--- src/sv/arts_pkg.sv ---
`timescale 1ns / 1ps
// Shared types and constants of the address range table search unit.
// Used by every module of the block; depends on nothing.
package arts_pkg;

	localparam int SLOT_W   = 10;
	localparam int ADDR_W   = 64;
	localparam int LEN_W    = 32;
	localparam int COUNT_W  = 11;
	localparam int DATA_W   = 64;
	localparam int APB_ADDR_W = 5;

	// Register index sits in paddr[4:3]; registers are 8 bytes apart.
	localparam int REG_IDX_W = 2;
	localparam logic [REG_IDX_W-1:0] REG_WINDOW_START = 2'd0;
	localparam logic [REG_IDX_W-1:0] REG_WINDOW_END   = 2'd1;
	localparam logic [REG_IDX_W-1:0] REG_ENTRY_COUNT  = 2'd2;

	localparam logic ACT_LOAD   = 1'b0;
	localparam logic ACT_LOOKUP = 1'b1;

	localparam int QUEUE_DEPTH = 2;
	localparam int QPTR_W      = $clog2(QUEUE_DEPTH);

	typedef struct packed {
		logic              action;
		logic [SLOT_W-1:0] entry_slot;
		logic [ADDR_W-1:0] range_start;
		logic [LEN_W-1:0]  range_length;
		logic [ADDR_W-1:0] query_address;
	} req_t;

	typedef struct packed {
		logic              hit;
		logic [SLOT_W-1:0] found_slot;
		logic [LEN_W-1:0]  range_offset;
	} rsp_t;

	typedef enum logic [1:0] {
		JOB_LOAD,
		JOB_SEARCH,
		JOB_MISS
	} job_kind_t;

	typedef struct packed {
		job_kind_t         kind;
		logic [SLOT_W-1:0] slot;
		logic [ADDR_W-1:0] start;
		logic [LEN_W-1:0]  length;
		logic [ADDR_W-1:0] address;
	} job_t;

	typedef struct packed {
		logic [ADDR_W-1:0] start;
		logic [LEN_W-1:0]  length;
	} tbl_entry_t;

endpackage

--- src/sv/arts_front.sv ---
`timescale 1ns / 1ps
// Front end: takes request beats into an input register and classifies them
// into load, search or miss jobs for the queue. Depends on arts_pkg.
module arts_front #(
	parameter int TABLE_DEPTH = 1024
) (
	input  logic                              clk,
	input  logic                              arst_n,
	input  logic                              req_valid,
	output logic                              req_ready,
	input  arts_pkg::req_t                    req,
	input  logic [arts_pkg::ADDR_W-1:0]       window_start,
	input  logic [arts_pkg::ADDR_W-1:0]       window_end,
	input  logic [$clog2(TABLE_DEPTH+1)-1:0]  count,
	input  logic                              q_full,
	output logic                              q_push,
	output arts_pkg::job_t                    q_job
);
	import arts_pkg::*;

	logic        valid_s1;
	req_t        item_s1;
	logic        drop;
	logic        take;
	logic        in_window;
	logic [31:0] slot_wide;

	always_comb begin
		slot_wide = 32'(item_s1.entry_slot);
		in_window = (item_s1.query_address >= window_start) &&
			(item_s1.query_address < window_end);
		q_job.slot    = item_s1.entry_slot;
		q_job.start   = item_s1.range_start;
		q_job.length  = item_s1.range_length;
		q_job.address = item_s1.query_address;
		drop = 1'b0;
		priority if (item_s1.action == ACT_LOAD) begin
			q_job.kind = JOB_LOAD;
			// drop loads aimed past the end of the table
			drop = (slot_wide >= 32'(TABLE_DEPTH));
		end else if (in_window && (count != '0)) begin
			q_job.kind = JOB_SEARCH;
		end else begin
			q_job.kind = JOB_MISS;
		end
		take      = valid_s1 && (drop || !q_full);
		q_push    = valid_s1 && !drop && !q_full;
		req_ready = !valid_s1 || take;
	end

	always_ff @(posedge clk or negedge arst_n) begin
		if (!arst_n) begin
			valid_s1 <= 1'b0;
		end else if (req_ready) begin
			valid_s1 <= req_valid;
		end
	end

	always_ff @(posedge clk) begin
		if (req_valid && req_ready) begin
			item_s1 <= req;
		end
	end

endmodule

--- config.mk ---
export PLATFORM = sky130hd
export DESIGN_NAME = arts_front
export DESIGN_NICKNAME = d
export VERILOG_FILES = /design/src/sv/arts_pkg.sv /design/src/sv/arts_front.sv
export SDC_FILE = /design/constraint.sdc
export NUM_CORES = 1
export LEC_CHECK = 0
export BUFFER_PORTS_ARGS = -buffer_cell sky130_fd_sc_hd__buf_2
export CAP_MARGIN = 40
export CORE_AREA = 3 3 186 188
export DETAILED_ROUTE_END_ITERATION = 6
export DIE_AREA = 0 0 189 191
export GPL_ROUTABILITY_DRIVEN = 0
export RECOVER_POWER = 100
export SLEW_MARGIN = 40
export SYNTH_ARGS = -nofsm -noshare
export SYNTH_HDL_FRONTEND = slang
export SYNTH_SLANG_ARGS = --single-unit
export TNS_END_PERCENT = 100
--- constraint.sdc ---
create_clock -name clk -period 6.87 [get_ports clk]
set_clock_uncertainty 0.05 [all_clocks]
set_input_delay 2.061 -clock clk [delete_from_list [all_inputs] [get_ports clk]]
set_output_delay 2.061 -clock clk [all_outputs]
set_load 0.01 [all_outputs]
# ---- Word level (Yosys, flattened, before mapping)
# Cells that the tools add are included.
# W data, S select, Z words.
dict set report op_classes {
  magnitude_cmp 2
  addsub 0
  n_reduce_logical 8
  mul 0
  n_shift 0
  eq_ne 0
  bitwise 0
  n_mux 2
  div_mod_pow 0
}
# op n
set op_table {}
lappend op_table {{$ge A64 B64 Y1} 1}
lappend op_table {{$lt A64 B64 Y1} 1}
lappend op_table {{$reduce_bool A11 Y1} 1}
lappend op_table {{$logic_and A1 B1 Y1} 4}
lappend op_table {{$mux W2} 2}
lappend op_table {{$logic_not A1 Y1} 2}
lappend op_table {{$logic_or A1 B1 Y1} 1}
dict set report totals {
  wordCells 18
  register_bits 172
  in_bits 314
  romBits 0
  mem_bits_rw 0
  out_inout_bits 174
  latchBits 0
  memories 0
}

# ---- Logic depth before layout (Yosys ltp)
dict set report logic_depth {
  word_depth 5
  depth_mapped 9
  mapped_depth_nobuf 9
}

# ---- Worst setup path before layout
# OpenSTA, ideal clock, no wires.
dict set report synth_path {
  path_type {input port to flip-flop}
  from {input q_full}
  to {register item_s1[170] (netlist name) (enable)}
  t_required_ns 6.268
  setup_time_ns 0.552
  stages 2
  n_path_buf 0
  setup_slack_ns 0.123
  arrival_ns 6.144
  cell_sequence {nand2_1 > and2_1}
}
dict set report synth_via {
  elab_chain_len 4
}
# item line_no
set synth_lines {}
lappend synth_lines {{from (decl)} arts_front.sv:15} ;# input logic q_full,
lappend synth_lines {{$logic_not A1 Y1} arts_front.sv:46} ;# take = valid_s1 && (drop || !q_full);
lappend synth_lines {{$logic_and A1 B1 Y1} arts_front.sv:46}
lappend synth_lines {{$logic_or A1 B1 Y1} arts_front.sv:48} ;# req_ready = !valid_s1 || take;
lappend synth_lines {{$logic_and A1 B1 Y1} arts_front.sv:60} ;# if (req_valid && req_ready) begin
lappend synth_lines {{to (signal assigned)} arts_front.sv:61} ;# item_s1 <= req;
lappend synth_lines {{to (decl)} arts_front.sv:22} ;# req_t item_s1;
# Every way passes these cells.
# A chain may end at the register's enable or synchronous reset.

==> metrics.md <==
| Metric | Value |
|---|---|
| Slowest stage delay, CP | `0.43 ns` |
| Synthesis Warnings | `0` |
| Placed Area | `0.0115 mm2` |
| Unrepaired setup endpoints after global routing | `false` |
| Uppermost layer routed | `met4` |
| Via count | `6776` |
| Count of different cell masters after synthesis | `40` |
| Crit-path leading delay family | `compound AO/OA/AOI/OAI gates` |
| Synthesized cell area | `0.00969 mm2` |
| # hold bufs at CTS | `0` |
| Sink Count | `172` |
| M1 wire length | `10700 um` |
| Run status | `finished, violations left` |
| Post-layout nets | `1581` |
| DR WL met2 | `14800 um` |
| DRC | `0` |
| Reg2reg setup slack | `2.59 ns` |
| Critical Path AT | `4.35 ns` |
| Via/cell ratio | `4.22` |
| Io pins | `488` |
| CTS Buf Count | `17` |
| Hold/Removal Path Class | `register to register` |
| Clk_lat worst skew | `0.44 ns` |
| Cell area power density | `222 mW/mm2` |
| Post-synth top flop | `edfxtp_1` |
| Fin Setup TNS | `0 ns` |
| Crit path max fanout | `2` |
| Fin area | `0.0118 mm2` |
| Buf/Inv on CP | `3` |
| Clk pwr share | `38.2%` |
| Slew Viols, Final | `64` |
| Die width | `189 um` |
| Final ANT Viol Nets | `0` |
| Initial antenna violation count | `6` |
| Vias in the first global route | `7034` |
| Required @ worst endpoint | `4.76 ns` |
| Count leader, synth | `edfxtp_1` |
| Largest net degree at the start of global routing | `112` |
| Area Overhead vs Synth | `22.0%` |
| Slowest-stage cell, CP | `a2111oi_0` |
| Met3 WL | `2290 um` |
| WL per Instance | `17.6 um` |
| Combinational fraction of design power | `13.6%` |
| Global route overflow | `0` |
| Sequential power share | `48.1%` |
| Total power | `0.00262 W` |
| Crit end category | `output pin` |
| Worst Setup Path Type | `input port to output pin` |
| Worst-path clk slew | `0.07 ns` |
| Initial core utilization | `29.1%` |
| Die ar. | `0.0361 mm2` |
| Leak | `5.42 nW` |
| Fmax | `155 MHz` |
| Clock buffer depth | `2` |
| Final Hold Fails | `0` |
| CTS tree | `yes` |
| Final min period | `6.46 ns` |
| Mapped Cells | `798` |
| Switching portion of total power | `26.3%` |
| Rows | `67` |
| Failing checks | `max-capacitance violations, max-slew violations` |
| Startpoint Class | `input port` |
| HPWL Detailed | `23800 um` |
| Seq cells post-synth | `172` |
| Total wire length | `28200 um` |
| Resized Gates After CTS | `0` |
| Worst VDD drop | `0.190 mV` |
| CP cell instances | `buf_2, ha_1, nand2b_1, a2111oi_0, buf_4, nor3_1, o31ai_1, a21oi_1, o211ai_1, and2_0, buf_2` |
| Worst rel slew slack | `-58.7%` |
| Finished Layout Cells | `1605` |
| Yosys top cell by area | `edfxtp_1` |
| Syn nets | `1239` |
| EDFF count, synth | `171` |
| Finish-stage setup viols | `0` |
| NetSw | `0.000691 W` |
| Syn avg cell area | `12.1 um2` |
| Share of post-route cells with drive strength above 1 | `29.8%` |
| Placed Cells | `1569` |
| Final period utilization | `94.1%` |
| First-pass GRT wire length | `40200 um` |
| Synth top area share | `53.0%` |
| Port-buffer cells | `487` |
| Initial DRC Count | `210` |
| Ys async rst share | `0.581%` |
| CTS root buf | `clkbuf_16` |
| Register area share after synthesis | `53.2%` |
| Area contributors post-synth | `edfxtp_1 (53%), ha_1 (16%), buf_4 (13%)` |
| Commonest cells post-synth | `edfxtp_1 (171), buf_4 (170), inv_1 (129)` |
| Int Power | `0.00193 W` |
| Number of max-cap violations | `2` |
| # H-tree levels | `4` |
| CORE AREA | `0.0333 mm2` |
| Post-CTS Setup Bufs | `0` |
| Initial DRT Pass Iterations | `4` |
| CP most frequent cell | `buf_2` |
| Worst-margin pin slew | `2.38 ns` |
| Die H | `191 um` |
| Total track usage | `15.0%` |
## per-layer routing
metal  vias up  global-route usage (%)
li1       3323                       -
met1      3130                    16.6
met2       296                    27.0
met3        27                    5.12
met4         0                    5.16
met5         -                       0
## sequential cells by signal, summed over array words and instances (netlist names)
register  cells
valid_s1      1
item_s1       1
q_job       170
## layout make-up
type | instances | area [um2]
Inverter | 129 | 484
Clock inverter | 13 | 158
Multi-Input combinational cell | 327 | 2770
Clock buffer | 19 | 433
Fill cell | 3466 | 21500
Timing Repair Buffer | 493 | 2250
Tap cell | 448 | 561
Sequential cell | 172 | 5160
Antenna cell | 4 | 10.0
## final timing paths
| check | start | depth (start not counted) | endpoint |
|---|---|---|---|
| worst max-delay path | window_start[0] | 11 | q_job[171] |
| worst min-delay path | valid_s1 | 2 | valid_s1 |
| worst max register to register | valid_s1 | 3 | q_job[15] |
| worst min register to register | valid_s1 | 2 | valid_s1 |
| max in group asynchronous | arst_n | 1 | valid_s1 |
| min in group asynchronous | arst_n | 1 | valid_s1 |
## power groups by stage
stage               Combinational, W  Sequential, W  Clock, W
floorplan                   0.000249        0.00128         0
global placement            0.000371        0.00128         0
detailed placement          0.000382        0.00128         0
CTS                         0.000384        0.00126   0.00103
global route                0.000408        0.00127   0.00107
finish                      0.000358        0.00126   0.00100
## logic make-up (layout without fill, tap and decap cells)
| family | count (synthesis) | count (layout) | share of synthesized area [%] |
|---|---|---|---|
| AOI/OAI and AO/OA | 102 | 102 | 6.96 |
| adders and majority gates | 127 | 127 | 16.4 |
| buffers and inverters | 299 | 654 | 18.2 |
| DFF | 172 | 172 | 53.2 |
| other | 0 | 4 | 0 |
| and+or+nand+nor | 98 | 98 | 5.25 |
## layout by cell type (no fill, tap or decap), drive strengths merged, types with 6 or more instances in the layout
cell    count
nor2       15
ha        127
a21o       12
a21oi      46
nand4      23
inv       135
nand3      17
nand2      22
edfxtp    171
buf       308
clkbuf    204
nor4        6
o21ai      10
## metrics by stage
step	setup slack [ns]	hold WS [ns]	util, %
finish	0.406	0.501	35.5
global route	0.0818	0.574	35.5
CTS	0.242	0.530	36.3
detailed placement	0.250	0.507	34.5
global placement	0.195	0.516	34.5
floorplan	0.123	0.485	-
## worst reg2reg max path: stages, from the launching register on
cell,delay (ns)
dfrtp_1,0.38
nand2_1,0.11
and2_0,1.76
clkbuf_4,1.42
No activity file was read; power rests on OpenSTA's default activity.
