==> config.mk <==
export PLATFORM = sky130hd
export DESIGN_NAME = arts_queue
export DESIGN_NICKNAME = d
export VERILOG_FILES = /design/src/sv/arts_pkg.sv /design/src/sv/arts_queue.sv
export SDC_FILE = /design/constraint.sdc
export NUM_CORES = 1
export LEC_CHECK = 0
export BUFFER_PORTS_ARGS = -buffer_cell sky130_fd_sc_hd__buf_2
export CORE_MARGIN = 1
export CORE_UTILIZATION = 50
export CTS_BUF_LIST = sky130_fd_sc_hd__clkbuf_4 sky130_fd_sc_hd__clkbuf_8 sky130_fd_sc_hd__clkbuf_16
export DETAILED_ROUTE_END_ITERATION = 10
export GPL_TIMING_DRIVEN = 0
export PLACE_DENSITY = 0.74
export SYNTH_ARGS = -nofsm -noshare
export SYNTH_HDL_FRONTEND = slang
export SYNTH_SLANG_ARGS = --single-unit
==> constraint.sdc <==
create_clock -name clk -period 9.5 [get_ports clk]
set_input_delay 0.95 -clock clk [delete_from_list [all_inputs] [get_ports clk]]
set_output_delay 0.95 -clock clk [all_outputs]
set_load 0.02 [all_outputs]
==> src/sv/arts_pkg.sv <==
`timescale 1ns / 1ps
// Shared types and constants of the address range table search unit.
// Used by every module of the block; depends on nothing.
package arts_pkg;

	localparam int SLOT_W   = 10;
	localparam int ADDR_W   = 64;
	localparam int LEN_W    = 32;
	localparam int COUNT_W  = 11;
	localparam int DATA_W   = 64;
	localparam int APB_ADDR_W = 5;

	// Register index sits in paddr[4:3]; registers are 8 bytes apart.
	localparam int REG_IDX_W = 2;
	localparam logic [REG_IDX_W-1:0] REG_WINDOW_START = 2'd0;
	localparam logic [REG_IDX_W-1:0] REG_WINDOW_END   = 2'd1;
	localparam logic [REG_IDX_W-1:0] REG_ENTRY_COUNT  = 2'd2;

	localparam logic ACT_LOAD   = 1'b0;
	localparam logic ACT_LOOKUP = 1'b1;

	localparam int QUEUE_DEPTH = 2;
	localparam int QPTR_W      = $clog2(QUEUE_DEPTH);

	typedef struct packed {
		logic              action;
		logic [SLOT_W-1:0] entry_slot;
		logic [ADDR_W-1:0] range_start;
		logic [LEN_W-1:0]  range_length;
		logic [ADDR_W-1:0] query_address;
	} req_t;

	typedef struct packed {
		logic              hit;
		logic [SLOT_W-1:0] found_slot;
		logic [LEN_W-1:0]  range_offset;
	} rsp_t;

	typedef enum logic [1:0] {
		JOB_LOAD,
		JOB_SEARCH,
		JOB_MISS
	} job_kind_t;

	typedef struct packed {
		job_kind_t         kind;
		logic [SLOT_W-1:0] slot;
		logic [ADDR_W-1:0] start;
		logic [LEN_W-1:0]  length;
		logic [ADDR_W-1:0] address;
	} job_t;

	typedef struct packed {
		logic [ADDR_W-1:0] start;
		logic [LEN_W-1:0]  length;
	} tbl_entry_t;

endpackage

==> src/sv/arts_queue.sv <==
`timescale 1ns / 1ps
// Short job queue between the front end and the search engine.
// Depends on arts_pkg.
module arts_queue (
	input  logic           clk,
	input  logic           arst_n,
	input  logic           push,
	input  arts_pkg::job_t push_job,
	output logic           full,
	input  logic           pop,
	output logic           valid,
	output arts_pkg::job_t head
);
	import arts_pkg::*;

	job_t              slots_q [QUEUE_DEPTH];
	logic [QPTR_W-1:0] wr_ptr_q;
	logic [QPTR_W-1:0] rd_ptr_q;
	logic [QPTR_W:0]   cnt_q;
	logic              do_push;
	logic              do_pop;

	always_comb begin
		full    = (cnt_q == (QPTR_W + 1)'(QUEUE_DEPTH));
		valid   = (cnt_q != '0);
		head    = slots_q[rd_ptr_q];
		do_push = push && !full;
		do_pop  = pop && valid;
	end

	always_ff @(posedge clk or negedge arst_n) begin
		if (!arst_n) begin
			wr_ptr_q <= '0;
			rd_ptr_q <= '0;
			cnt_q    <= '0;
		end else begin
			if (do_push) begin
				wr_ptr_q <= wr_ptr_q + QPTR_W'(1);
			end
			if (do_pop) begin
				rd_ptr_q <= rd_ptr_q + QPTR_W'(1);
			end
			unique case ({do_push, do_pop})
				2'b10:   cnt_q <= cnt_q + (QPTR_W + 1)'(1);
				2'b01:   cnt_q <= cnt_q - (QPTR_W + 1)'(1);
				default: cnt_q <= cnt_q;
			endcase
		end
	end

	always_ff @(posedge clk) begin
		if (do_push) begin
			slots_q[wr_ptr_q] <= push_job;
		end
	end

endmodule

== After elaboration in Yosys (flattened, before gate mapping) ==
Memory sizes are Yosys's and may differ from the RTL's.
Index checks and enable logic that the tools add are counted.

* Bits in registers: 4
* Memory bits (writable): 344
* Input port bits: 176
* Output and inout bits: 174
* Logic and storage cells: 19
* Memories kept: 1

{| class="wikitable"
|+ Memory list
! memory !! words !! width !! read ports !! clocked after Yosys merged registers in !! wr ports !! line !! text
|-
| slots_q || 2 || 172 || 1 || 0 || 1 || arts_queue.sv:16 || <nowiki>job_t slots_q [QUEUE_DEPTH];</nowiki>
|}

* $add $sub $neg: 4
* Equal/unequal tests: 3
* Mux-type cells: 3
* Reduce and logical (&&, ||, !) cells: 5

{| class="wikitable"
|+ Operators by type and width
! operator !! count
|-
| $eq 2x2->1 const B || 2
|-
| $pmux 2 s2 || 1
|-
| $reduce_bool 2->1 || 2
|-
| $add 1x1->1 const B || 2
|-
| $add 2x1->2 const B || 1
|-
| $eq 2x1->1 const B || 1
|-
| $logic_and 1x1->1 || 2
|-
| $mux 1 || 2
|-
| $sub 2x1->2 const B || 1
|-
| $logic_not 1->1 || 1
|}

== Longest topological paths before layout ==
* Depth after elaboration: 5
* Mapped depth: 6
* Mapped depth without buffers: 6

== Worst setup path before layout ==
No wires, ideal clock.

* Path type: input port to flip-flop
* Start: in push
* End: mem slots_q[0][0] (netlist name) (enable)
* Setup time: 0.706 ns
* Arrival: 8.179 ns
* Data required time: 8.794 ns
* Setup slack: 0.615 ns
* Cell stages on the path: 2
* Path buffers: 0
* Cell sequence: nand2_1 nor2_1

* Word-level cells in the longest chain between the ends: 3

{| class="wikitable"
|+ Ends and longest elaborated chain
! element !! line !! text
|-
| from (decl) || arts_queue.sv:7 || <nowiki>input logic push,</nowiki>
|-
| $logic_and 1x1->1 || arts_queue.sv:27 || <nowiki>do_push = push && !full;</nowiki>
|-
| $mux 1 || arts_queue.sv:52 || <nowiki>if (do_push) begin</nowiki>
|-
| $mux 1 (not written as such) || arts_queue.sv:53 || <nowiki>slots_q[wr_ptr_q] <= push_job;</nowiki>
|-
| to (decl) || arts_queue.sv:16 ||
|}

No other way between the ends.

==> results.py <==
metrics = {
    "routing": {
        "dr.pass1.iters": 4,
        "vias": 6575,
        "wl_per_cell_um": 19.2,
        "wl_mm": 25.0,
        "ant_nets": 0,
        "first_iter_violations": 388,
        "via_per_inst": 5.06,
        "route.detailed.drc": 0,
    },
    "clock_network": {
        "ctsResizeCount": 0,
        "clock-sinks": 348,
        "clock_latency_ns": 0.50,
        "post-cts-setup-buffer-count": 0,
        "htree_levels": 2,
        "cts_hold_buf": 0,
        "cts_root_buffer": "clkbuf_16",
        "clk_pin_slew_ns": 0.06,
        "cts_tree": "done",
        "clock_path_buffers": 3,
        "cts_buffers": 35,
    },
    "placement": {
        "gp_congestion": 0.741,
        "io_buffers": 349,
        "place_area_um2": 15100,
        "dp_hpwl_mm": 17.5,
    },
    "timing": {
        "fin_crit_ns": 2.79,
        "fin_crit_sh_pct": 29.4,
        "finalMaxSlewViolations": 0,
        "finClkSkew_ns": 0.00887,
        "setup_viol": 0,
        "finalHoldViolations": 0,
        "max_freq_mhz": 358,
        "maxSlewHeadroom_pct": 47.9,
        "rsz0062_at_grt": "false",
        "hold_ws_ns": 0.254,
        "worst_slew_pin_slew_ns": 0.779,
    },
    "die": {
        "start_util_pct": 51.7,
        "rows": 57,
        "io_pins": 350,
        "die_w_um": 161,
        "die-area_um2": 26100,
        "fp.dieH_um": 161,
        "fp.coreArea_um2": 24600,
    },
    "grt": {
        "grt_antenna_before_repair": 6,
        "grt_max_degree": 66,
        "grtUsageTotal_pct": 18.8,
        "gr-total-overflow": 0,
        "grt_first_pass_wirelength_mm": 37.0,
        "grt_pass1_vias": 6812,
    },
    "synth": {
        "synth.distinct_cells": 15,
        "yosysTopAreaCell": "edfxtp_1",
        "synth_seq_cells": 348,
        "syn_nets": 730,
        "synth.avg_cell_area_um2": 23.0,
        "synthesis.area_um2": 12700,
        "yosysMostFrequentCell": "edfxtp_1",
        "synthTopCellsByCount": "344 x edfxtp_1, 172 x mux2_2, 14 x clkbuf_8",
        "synth_flop_cell": "edfxtp_1",
        "synth_area_leaders": "edfxtp_1 81%, mux2_2 15%, clkbuf_8 1.5%",
        "synthArstFlopShare_pct": 1.15,
        "yosysWarnings": 0,
        "yosys.area.top_type_share_pct": 81.3,
        "synth_edf_count": 344,
        "synth_cells": 553,
        "ys_seq_area_share_pct": 82.0,
    },
    "status": {
        "status": "finished clean",
    },
    "setup_path": {
        "path_class": "register to output pin",
        "critPathLaunchType": "register",
        "worstPathCellList": "buf_6 > clkbuf_8 > mux2_2 > buf_2",
        "r2r_slack_ns": 6.96,
        "critPathBufInv": 3,
        "r2r_end": "slots_q[0][159]",
        "path_max_fanout": 10,
        "crit_family": "buffers and inverters",
        "worstPathRequired_ns": 8.55,
        "crit_arrival_ns": 1.84,
        "ff2ff_path_depth": 7,
        "critPathCaptureType": "output pin",
        "slowest_delay_ns": 0.38,
        "cp_slowest_cell": "dfrtp_1",
        "timing.rr.start": "cnt_q[0]",
    },
    "power_and_ir_drop": {
        "netSwitchingFraction_pct": 31.8,
        "combPwrFrac_pct": 34.4,
        "ir_worst_vdd_mv": 0.211,
        "p_clk_share_pct": 24.7,
        "p_seq_share_pct": 40.9,
        "powerDensity_nw_per_um2": 328,
        "leakagePower_uw": 0.00611,
        "internal_power_uw": 3620,
        "switching_power_uw": 1690,
    },
    "run": {
        "max_cap_viol_count": 0,
    },
    "final_layout": {
        "final_nets": 1124,
        "drive_above_1_share_pct": 62.0,
        "fin_area_um2": 16200,
        "syn_to_final_growth_pct": 27.2,
    },
    "hold_path": {
        "hp-class": "input port to async pin",
    },
}
==> how the worst max path moves through the flow <==
stage	start	to	slack, ns	depth (start not counted)
after floorplan	push	slots_q[0][0]	0.62	2
after global placement	push	slots_q[0][44]	-3.52	3
after detailed placement	push	slots_q[0][163]	6.48	7
after CTS	rd_ptr_q	head[156]	6.63	4
after global routing	rd_ptr_q	head[156]	6.60	4
final	rd_ptr_q	head[156]	6.71	4
==> power by group through the flow <==
stage          logic (uW)  clock network (uW)  registers [uW]
3_3_place_gp         1780                   0            2330
4_1_cts              1860                1340            2170
3_5_place_dp         1850                   0            2200
5_1_grt              1940                1400            2190
6_report             1820                1310            2170
2_1_floorplan        1220                   0            2270
==> registers in the layout, indices dropped and copies added (netlist names) <==
| register | flops |
|---|---|
| slots_q | 344 |
| cnt_q | 2 |
| rd_ptr_q | 1 |
| wr_ptr_q | 1 |
==> layout make-up <==
class | count | area, um^2
Clock buffer | 43 | 971
Clock inverter | 20 | 138
Tap cell | 324 | 405
Inverter | 1 | 3.75
Fill cell | 1690 | 8430
Timing Repair Buffer | 357 | 1930
Multi-Input combinational cell | 185 | 2040
Buffer | 19 | 249
Sequential cell | 348 | 10400
Antenna cell | 2 | 5.00
==> kinds of logic after synthesis <==
family / Yosys count / synth area share [%]
xor gates and xnor gates: 5 / 0.345
adders and majority gates: 1 / 0.0984
buffers and inverters: 20 / 1.99
DFF: 348 / 82.0
muxes: 172 / 15.2
and+or+nand+nor: 7 / 0.286
==> layout by cell type, fill, tap and decap left out <==
cell       count
clkbuf_4       6
xnor2_1        3
nand2_1        1
diode_2        2
edfxtp_1     344
clkinv_1      10
xor2_1         2
buf_16         3
nor2_4         1
and2_1         1
clkbuf_16     37
ha_1           1
buf_6          5
inv_1          1
dfrtp_1        4
mux2_2       172
nor2_1         1
buf_2        349
clkinv_2       8
buf_12         5
and3_4         1
or2_1          1
nand2b_1       1
bufinv_16      2
clkbuf_8      14
==> metal layers <==
layer  routed length, um  up-vias  track usage, %  share of wire (%)
met5                  47        -               0               0.19
met4                 605        8            6.35                2.4
met3                2880       61            8.53                 12
met2               12700      279            32.6                 51
met1                8790     3223            20.3                 35
li1                    -     3004               -                  -
==> per-stage QoR <==
stage,cells,util [%],worst slack [ns],power (uW),setup TNS (ns)
floorplan,553,-,0.615,3490,0
global placement,1226,60.4,-3.52,4100,-601.79
detailed placement,1234,61.2,6.48,4050,0
CTS,1297,65.7,6.63,5370,0
global route,1298,65.7,6.60,5530,0
finish,1299,65.7,6.71,5300,0
==> worst reg2reg max path, cell delays in order, from the launching register on <==
cell and delay, ns:
dfrtp_1 0.41, nand2b_1 0.17, nand2_1 0.15, nor2_4 0.63, buf_16 0.24, buf_12 0.21, buf_12 0.21, buf_12 0.22
Power figures use the tool's default switching activity.
